--- config.mk ---
export PLATFORM = sky130hd
export DESIGN_NAME = matrix_product_engine_core
export DESIGN_NICKNAME = d
export VERILOG_FILES = /design/src/hdl/mpe_pkg.sv /design/src/hdl/mpe_front.sv /design/src/hdl/mpe_back.sv /design/src/hdl/matrix_product_engine_core.sv
export SDC_FILE = /design/constraint.sdc
export NUM_CORES = 2
export LEC_CHECK = 0
export BUFFER_PORTS_ARGS = -buffer_cell sky130_fd_sc_hd__buf_2
export CAP_MARGIN = 0
export CORE_ASPECT_RATIO = 0.75
export CORE_UTILIZATION = 40
export CTS_CLUSTER_DIAMETER = 30
export DETAILED_ROUTE_END_ITERATION = 8
export HOLD_SLACK_MARGIN = 0.06
export PLACE_DENSITY = 0.52
export REMOVE_ABC_BUFFERS = 1
export SETUP_SLACK_MARGIN = 0.3
export SYNTH_ARGS = -nofsm -noshare
export SYNTH_HDL_FRONTEND = slang
export SYNTH_HIERARCHICAL = 1
export SYNTH_SLANG_ARGS = --single-unit
export TNS_END_PERCENT = 1
--- constraint.sdc ---
create_clock -name i_clk -period 6.67 [get_ports i_clk]
set_input_delay 0.3335 -clock i_clk [delete_from_list [all_inputs] [get_ports i_clk]]
set_output_delay 0.3335 -clock i_clk [all_outputs]
set_load 0.03 [all_outputs]
--- src/hdl/mpe_pkg.sv ---
// Shared constants and types for the matrix product engine.
package mpe_pkg;
    localparam int MAX_DIM_DEF   = 8;
    localparam int ELEM_BITS_DEF = 16;
    localparam int CFG_W   = 4;
    localparam int IDX_W   = 3;
    localparam int VAL_W   = 16;
    localparam int OUT_W   = 40;

    localparam logic [1:0] CMD_WR_A  = 2'd0;
    localparam logic [1:0] CMD_WR_B  = 2'd1;
    localparam logic [1:0] CMD_START = 2'd2;

    localparam logic [1:0] REG_A_ROWS = 2'd0;
    localparam logic [1:0] REG_A_COLS = 2'd1;
    localparam logic [1:0] REG_B_ROWS = 2'd2;
    localparam logic [1:0] REG_B_COLS = 2'd3;

    localparam logic [1:0] KIND_WR_A  = 2'd0;
    localparam logic [1:0] KIND_WR_B  = 2'd1;
    localparam logic [1:0] KIND_START = 2'd2;

    // One classified request as it waits in the queue.
    typedef struct packed {
        logic [1:0]       kind;
        logic [IDX_W-1:0] row;
        logic [IDX_W-1:0] col;
        logic [VAL_W-1:0] value;
    } t_req;
endpackage

--- src/hdl/mpe_front.sv ---
// Front end: accepts requests, drops unused or out-of-range ones, queues the rest.
module mpe_front #(
    parameter int MAX_DIM = mpe_pkg::MAX_DIM_DEF
) (
    input  logic                     i_clk,
    input  logic                     i_rst_n,
    input  logic                     i_valid,
    output logic                     o_stall,
    input  logic [1:0]               i_cmd,
    input  logic [mpe_pkg::IDX_W-1:0] i_row,
    input  logic [mpe_pkg::IDX_W-1:0] i_col,
    input  logic [mpe_pkg::VAL_W-1:0] i_value,
    output logic                     o_q_valid,
    output mpe_pkg::t_req            o_q_req,
    input  logic                     i_q_pop
);
    localparam int DEPTH = 4;
    mpe_pkg::t_req r_mem [DEPTH];
    logic [1:0] r_wp, r_rp;
    logic [2:0] r_cnt;
    logic push, keep, inr;

    assign inr  = (32'(i_row) < MAX_DIM) && (32'(i_col) < MAX_DIM);
    assign keep = (i_cmd == mpe_pkg::CMD_START) ||
                  (((i_cmd == mpe_pkg::CMD_WR_A) || (i_cmd == mpe_pkg::CMD_WR_B)) && inr);
    assign o_stall   = (r_cnt == 3'(DEPTH));
    assign push      = i_valid && !o_stall && keep;
    assign o_q_valid = (r_cnt != 3'd0);
    assign o_q_req   = r_mem[r_rp];

    always_ff @(posedge i_clk) begin
        if (push) begin
            r_mem[r_wp] <= '{kind: i_cmd, row: i_row, col: i_col, value: i_value};
        end
        if (!i_rst_n) begin
            r_wp <= '0; r_rp <= '0; r_cnt <= '0;
        end else begin
            if (push) r_wp <= r_wp + 2'd1;
            if (i_q_pop) r_rp <= r_rp + 2'd1;
            r_cnt <= r_cnt + 3'(push) - 3'(i_q_pop);
        end
    end
endmodule

--- src/hdl/mpe_back.sv ---
// Back end: element stores, shape decode and the multiply-accumulate sequencer.
module mpe_back #(
    parameter int MAX_DIM   = mpe_pkg::MAX_DIM_DEF,
    parameter int ELEM_BITS = mpe_pkg::ELEM_BITS_DEF
) (
    input  logic                      i_clk,
    input  logic                      i_rst_n,
    input  logic [mpe_pkg::CFG_W-1:0] i_a_rows,
    input  logic [mpe_pkg::CFG_W-1:0] i_a_cols,
    input  logic [mpe_pkg::CFG_W-1:0] i_b_rows,
    input  logic [mpe_pkg::CFG_W-1:0] i_b_cols,
    input  logic                      i_q_valid,
    input  mpe_pkg::t_req             i_q_req,
    output logic                      o_q_pop,
    output logic                      o_valid,
    input  logic                      i_stall,
    output logic [mpe_pkg::IDX_W-1:0] o_out_row,
    output logic [mpe_pkg::IDX_W-1:0] o_out_col,
    output logic signed [mpe_pkg::OUT_W-1:0] o_out_value,
    output logic                      o_last,
    output logic                      o_error
);
    localparam int IW = $clog2(MAX_DIM);
    localparam int AW = 2 * IW;
    localparam int NENT = 1 << AW;
    localparam int PW = 2 * ELEM_BITS;
    localparam int SW = PW + 4;
    localparam int DW = mpe_pkg::CFG_W;

    localparam logic [2:0] ST_IDLE = 3'd0;
    localparam logic [2:0] ST_READ = 3'd1;
    localparam logic [2:0] ST_MUL  = 3'd2;
    localparam logic [2:0] ST_ACC  = 3'd3;
    localparam logic [2:0] ST_OUT  = 3'd4;

    logic [ELEM_BITS-1:0] r_amem [NENT];
    logic [ELEM_BITS-1:0] r_bmem [NENT];
    logic [ELEM_BITS-1:0] r_ad, r_bd;
    logic signed [PW-1:0] r_prod;
    logic signed [SW-1:0] r_acc;
    logic [2:0] r_st;
    logic [IW-1:0] r_i, r_j, r_k;
    logic r_had;
    logic [IW-1:0] ar, ac, br, bc, ncol, nk;
    logic ld, wr_a, wr_b;
    logic [AW-1:0] waddr, aaddr, baddr;
    logic kdone, jdone, idone;
    logic signed [mpe_pkg::OUT_W-1:0] res;

    function automatic logic [IW-1:0] eff(input logic [DW-1:0] d);
        logic [IW-1:0] v;
        if (d == '0) v = '0;
        else if (32'(d) > MAX_DIM) v = IW'(MAX_DIM - 1);
        else v = IW'(d - DW'(1));
        return v;
    endfunction

    assign ar = eff(i_a_rows);
    assign ac = eff(i_a_cols);
    assign br = eff(i_b_rows);
    assign bc = eff(i_b_cols);
    assign ncol = r_had ? ac : bc;
    assign nk   = r_had ? '0 : br;

    // Writes retire straight from the queue; a start waits for an empty output.
    assign ld    = (r_st == ST_IDLE) && i_q_valid;
    assign wr_a  = ld && (i_q_req.kind == mpe_pkg::KIND_WR_A);
    assign wr_b  = ld && (i_q_req.kind == mpe_pkg::KIND_WR_B);
    assign o_q_pop = ld && (i_q_req.kind != mpe_pkg::KIND_START || !o_valid);
    assign waddr = {i_q_req.row[IW-1:0], i_q_req.col[IW-1:0]};
    assign aaddr = {r_i, r_had ? r_j : r_k};
    assign baddr = {r_had ? r_i : r_k, r_j};
    assign kdone = (r_k == nk);
    assign jdone = (r_j == ncol);
    assign idone = (r_i == ar);
    assign res   = mpe_pkg::OUT_W'(r_acc);

    always_ff @(posedge i_clk) begin
        if (wr_a) r_amem[waddr] <= ELEM_BITS'($signed(i_q_req.value));
        if (wr_b) r_bmem[waddr] <= ELEM_BITS'($signed(i_q_req.value));
        r_ad   <= r_amem[aaddr];
        r_bd   <= r_bmem[baddr];
        r_prod <= $signed(r_ad) * $signed(r_bd);
    end

    always_ff @(posedge i_clk) begin
        if (!i_rst_n) begin
            r_st <= ST_IDLE;
            o_valid <= 1'b0;
        end else begin
            if (o_valid && !i_stall) o_valid <= 1'b0;
            unique case (r_st)
                ST_IDLE: begin
                    if (o_q_pop && i_q_req.kind == mpe_pkg::KIND_START) begin
                        r_i <= '0; r_j <= '0; r_k <= '0; r_acc <= '0;
                        r_had <= (ar == br) && (ac == bc);
                        if (!((ar == br) && (ac == bc)) && (ac != br)) begin
                            o_valid <= 1'b1;
                            o_out_row <= '0; o_out_col <= '0; o_out_value <= '0;
                            o_last <= 1'b1; o_error <= 1'b1;
                        end else begin
                            r_st <= ST_READ;
                        end
                    end
                end
                ST_READ: r_st <= ST_MUL;
                ST_MUL:  r_st <= ST_ACC;
                ST_ACC: begin
                    r_acc <= r_acc + SW'(r_prod);
                    if (kdone) r_st <= ST_OUT;
                    else begin
                        r_k <= r_k + IW'(1);
                        r_st <= ST_READ;
                    end
                end
                ST_OUT: begin
                    if (!o_valid) begin
                        o_valid <= 1'b1;
                        o_out_row <= mpe_pkg::IDX_W'(r_i);
                        o_out_col <= mpe_pkg::IDX_W'(r_j);
                        o_out_value <= res;
                        o_last <= idone && jdone;
                        o_error <= 1'b0;
                        r_acc <= '0; r_k <= '0;
                        if (jdone) begin
                            r_j <= '0;
                            r_i <= r_i + IW'(1);
                        end else begin
                            r_j <= r_j + IW'(1);
                        end
                        r_st <= (idone && jdone) ? ST_IDLE : ST_READ;
                    end
                end
                default: r_st <= ST_IDLE;
            endcase
        end
    end
endmodule

--- src/hdl/matrix_product_engine_core.sv ---
// Top level of the matrix product engine: configuration registers, front and back ends.
// Element writes retire at one per cycle while the back end is idle, through a four-entry request queue.
// A start emits results row-major; each result runs the single shared multiply-accumulate
// loop of read, multiply and accumulate once per inner element (once for a Hadamard product),
// then an output step. A shape error gives one result with the error bit set.
module matrix_product_engine_core #(
    parameter int MAX_DIM   = mpe_pkg::MAX_DIM_DEF,
    parameter int ELEM_BITS = mpe_pkg::ELEM_BITS_DEF
) (
    input  logic                      i_clk,
    input  logic                      i_rst_n,
    input  logic                      i_cfg_we,
    input  logic [1:0]                i_cfg_index,
    input  logic [mpe_pkg::CFG_W-1:0] i_cfg_data,
    input  logic                      i_valid,
    output logic                      o_stall,
    input  logic [1:0]                i_cmd,
    input  logic [mpe_pkg::IDX_W-1:0] i_row,
    input  logic [mpe_pkg::IDX_W-1:0] i_col,
    input  logic signed [mpe_pkg::VAL_W-1:0] i_value,
    output logic                      o_valid,
    input  logic                      i_stall,
    output logic [mpe_pkg::IDX_W-1:0] o_out_row,
    output logic [mpe_pkg::IDX_W-1:0] o_out_col,
    output logic signed [mpe_pkg::OUT_W-1:0] o_out_value,
    output logic                      o_last,
    output logic                      o_error
);
    logic [mpe_pkg::CFG_W-1:0] r_a_rows, r_a_cols, r_b_rows, r_b_cols;
    logic q_valid, q_pop;
    mpe_pkg::t_req q_req;

    always_ff @(posedge i_clk) begin
        if (!i_rst_n) begin
            r_a_rows <= 4'd8; r_a_cols <= 4'd8; r_b_rows <= 4'd8; r_b_cols <= 4'd8;
        end else if (i_cfg_we) begin
            unique case (i_cfg_index)
                mpe_pkg::REG_A_ROWS: r_a_rows <= i_cfg_data;
                mpe_pkg::REG_A_COLS: r_a_cols <= i_cfg_data;
                mpe_pkg::REG_B_ROWS: r_b_rows <= i_cfg_data;
                mpe_pkg::REG_B_COLS: r_b_cols <= i_cfg_data;
            endcase
        end
    end

    mpe_front #(.MAX_DIM(MAX_DIM)) u_front (
        .i_clk, .i_rst_n, .i_valid, .o_stall, .i_cmd, .i_row, .i_col,
        .i_value(i_value), .o_q_valid(q_valid), .o_q_req(q_req), .i_q_pop(q_pop)
    );

    mpe_back #(.MAX_DIM(MAX_DIM), .ELEM_BITS(ELEM_BITS)) u_back (
        .i_clk, .i_rst_n,
        .i_a_rows(r_a_rows), .i_a_cols(r_a_cols), .i_b_rows(r_b_rows), .i_b_cols(r_b_cols),
        .i_q_valid(q_valid), .i_q_req(q_req), .o_q_pop(q_pop),
        .o_valid, .i_stall, .o_out_row, .o_out_col, .o_out_value, .o_last, .o_error
    );
endmodule

==> metrics.md <==
| Metric | Value |
|---|---|
| Total die area | `251000 µm²` |
| Number of remaining DRC errors | `0` |
| Largest stage delay on the critical path | `0.52 ns` |
| Ratio of cells with drive above 1 in the final layout | `29.7%` |
| Met2 GRT Util | `30.1%` |
| Max_cap viols | `0` |
| Sequential fraction of the synthesis area | `69.2%` |
| Number of levels the H-tree was split into | `5` |
| Result of the run | `finished clean` |
| Top Usage Layer GRT | `met1` |
| Distinct cell type count after synthesis | `72` |
| Number of flops mapped to enable cells by yosys | `2234` |
| Cts bufs inserted | `417` |
| Reg clk slew, reported paths | `0.05 ns` |
| Effective utilization at floorplan | `40.3%` |
| Maximum number of pins on one net before global-route repair | `107` |
| Sum of overflow across all layers after global routing | `0` |
| Clk root buf | `clkbuf_16` |
| Worst Path Class, Setup | `reg2reg` |
| Post-CTS repair timing setup buffer count | `0` |
| Met3 usage in global routing | `4.98%` |
| Critical-path cell list | `buf_4 -> nand2_1 -> fa_1 -> fa_1 -> fa_1 -> fa_1 -> inv_1 -> fa_1 -> inv_1 -> fa_1 -> inv_1 -> ha_1 -> a211oi_1 -> a22oi_1 -> a21o_1 -> a21oi_1 -> a211oi_1 -> o31ai_1 -> o21ai_1 -> a21oi_1 -> xnor2_1` |
| Placeable core region | `247000 µm²` |
| Nets | `6026` |
| Clock sink count | `2327` |
| Part of the cycle the worst path needs | `91.0%` |
| Per-instance average area after synthesis | `19.7 µm²` |
| Hold Fails Final Rpt | `0` |
| Most used cell, CP | `fa_1` |
| Unrepaired setup endpoints after global routing | `yes` |
| Worst path arrival time | `6.85 ns` |
| Async SR Flop Fraction | `0%` |
| Die Span Y | `434 µm` |
| Hold WS | `0.227 ns` |
| Antenna-violating nets left | `0` |
| I/O pins | `85` |
| Routability congestion estimate from global placement | `0.803` |
| Final critical-path required period | `6.07 ns` |
| Startpoint types | `flip-flop` |
| Placement row count | `158` |
| Upper clock frequency limit | `0.165 GHz` |
| Post-synthesis instance total | `5067` |
| Slew HR | `10.0%` |
| GRT Overall Usage | `20.9%` |
| X dimension of the die | `578 µm` |
| Via count of the routed design | `50400` |
| Drt initial violations | `4894` |
| Utilization after layout | `48.5%` |
| Number of register bits inferred by synthesis | `2327` |
| Crit-path slowest cell | `fa_1` |
| Slew @ Worst Pin | `1.34 ns` |
| Final Max Tran Viols | `0` |
| Critical path fanouts, max | `10` |
| Quantity of I/O buffers inserted on ports | `84` |
| Post-synth top flop | `edfxtp_1` |
| Average wire length per cell after detail routing | `28.1 µm` |
| Relative area change from synthesis to final layout | `20.3%` |
| Antenna violations before repair | `18` |
| Overall routed net length | `260000 µm` |
| Worst clock skew | `0.0660 ns` |
| Kind of end point of the critical path | `flip-flop` |
| Clock latency on the worst-skew pair | `0.90 ns` |
| Number of global-route vias before repair | `51300` |
| Per-cell via count in the routed design | `5.46` |
| CTS tree | `built` |
| Global Route met1 Usage | `32.1%` |
| Yosys synthesis warning count | `6` |
| Cell Area, Synth | `99600 µm²` |
| Critical path required time | `7.44 ns` |
| Worst-case clock buffer depth | `4` |
| Final Setup Violations | `0` |
| Detailed Routing Iterations Pass 1 | `5` |
| Global-route wire length before repair | `375000 µm` |
| Half-perimeter wire length after detailed placement | `157000 µm` |
| Worst setup slack for register-to-register paths | `0.60 ns` |
| Hold WC Path Type | `in2reg` |
## metrics by stage
| stage | cells | TNS, ns | area [µm²] | worst slack [ns] |
|---|---|---|---|---|
| after floorplan | 4828 | -782.01 | 98600 | -41.54 |
| after global routing | 9226 | 0 | 120000 | 0.259 |
| after detailed placement | 8419 | 0 | 105000 | 0.274 |
| after CTS | 9225 | 0 | 120000 | 0.356 |
| final | 9236 | 0 | 120000 | 0.598 |
| after global placement | 8419 | 0 | 105000 | 0.332 |
## worst max-delay path, delay by kind of cell (launching register included)
kind	cells	cell delay, ns
buf+inv	4	0.38
compound gates	8	1.59
simple gates	1	0.09
xor+xnor	1	0.13
fa+ha+maj	7	3.30
flops	1	0.50
## cell type report
type,count,area (µm²)
fill,20300,127000
sequential,2327,69000
multi-input combinational,2180,28800
clock buffer,483,11000
tap,3280,4100
clock inverter,284,3130
timing repair buffer,350,2720
inverter,321,1200
antenna,11,27.5
## metal layers
metal | wire length, µm | part of all wire (%)
met3 | 21600 | 8.3
met4 | 4320 | 1.7
met5 | 62 | 0.024
met2 | 113000 | 43
met1 | 121000 | 47
## worst paths after layout
path | startpoint | end | cells past startpoint
max reg2reg | u_back/r_bd[1]$_DFF_P_ | u_back/r_prod[30]$_DFF_P_ | 21
min reg2reg | r_a_rows[1]$_SDFFE_PN0P_ | r_a_rows[1]$_SDFFE_PN0P_ | 2
min | i_value[11] | u_front/r_mem[2][11]$_DFFE_PP_ | 2
max | u_back/r_bd[1]$_DFF_P_ | u_back/r_prod[30]$_DFF_P_ | 21
## layout by cell type (no fill, tap or decap), types with 130 or more instances in the layout
cell type  count
clkbuf_16    423
ha_1         130
mux4_2       662
nor2_1       139
fa_1         263
buf_4        211
edfxtp_1    2234
nand2_1      227
and2_1       156
inv_1        321
## sequential cells by signal, indices dropped and copies added, names as in the netlist, 3 cells and up, named ones only
name	count
u_back/r_amem	1024
u_back/r_bmem	1024
u_front/r_mem	96
u_back/o_out_value	36
u_back/r_acc	36
u_back/r_prod	32
u_back/r_ad	16
u_back/r_bd	16
r_a_cols	4
r_a_rows	4
r_b_cols	4
r_b_rows	4
u_back/o_out_col	3
u_back/o_out_row	3
u_back/r_i	3
u_back/r_j	3
u_back/r_k	3
u_back/r_st	3
u_front/r_cnt	3
## cell usage after synthesis (7+ instances only)
library cell     n  area [µm²]
a211oi_1        22         165
a21o_1          31         233
a21oi_1         70         350
a31oi_1         25         156
and2_1         156         976
and3_1          48         300
buf_1           28         105
buf_2           55         275
clkbuf_1       147         552
dfxtp_1         93        1860
edfxtp_1      2234       67100
fa_1           264        5290
ha_1           130        1630
inv_1          321        1200
mux2i_1         22         220
mux4_2         675       15200
nand2_1        227         852
nand2b_1        14        87.6
nand3_1         23         115
nor2_1         208         781
nor2b_1         26         163
nor3_1          12        60.1
nor4_1           7        43.8
o21a_1           7        52.6
o21ai_0         28         140
xnor2_1         53         464
xor2_1          32         280
## cells by family after synthesis
family | after synthesis | share of synthesized area (%)
AO/OA/AOI/OAI | 233 | 1.51
XOR/XNOR | 85 | 0.747
adder cells (fa/ha/maj) | 399 | 6.99
buffers and inverters | 560 | 2.25
flip-flops | 2327 | 69.2
multiplexers | 703 | 15.6
AND/OR/NAND/NOR | 760 | 3.69
## repair_timing
| action | 4_1_cts | 5_1_grt |
|---|---|---|
| resized for setup | 3 | 16 |
| endpoints found under the setup margin | 1 | 6 |
| hold buffers | 39 | 0 |
| hold endpoints to repair | 123 | 0 |
Power is not shown: default switching activity piles up to over one toggle a cycle in this logic, so the estimate is an artifact.
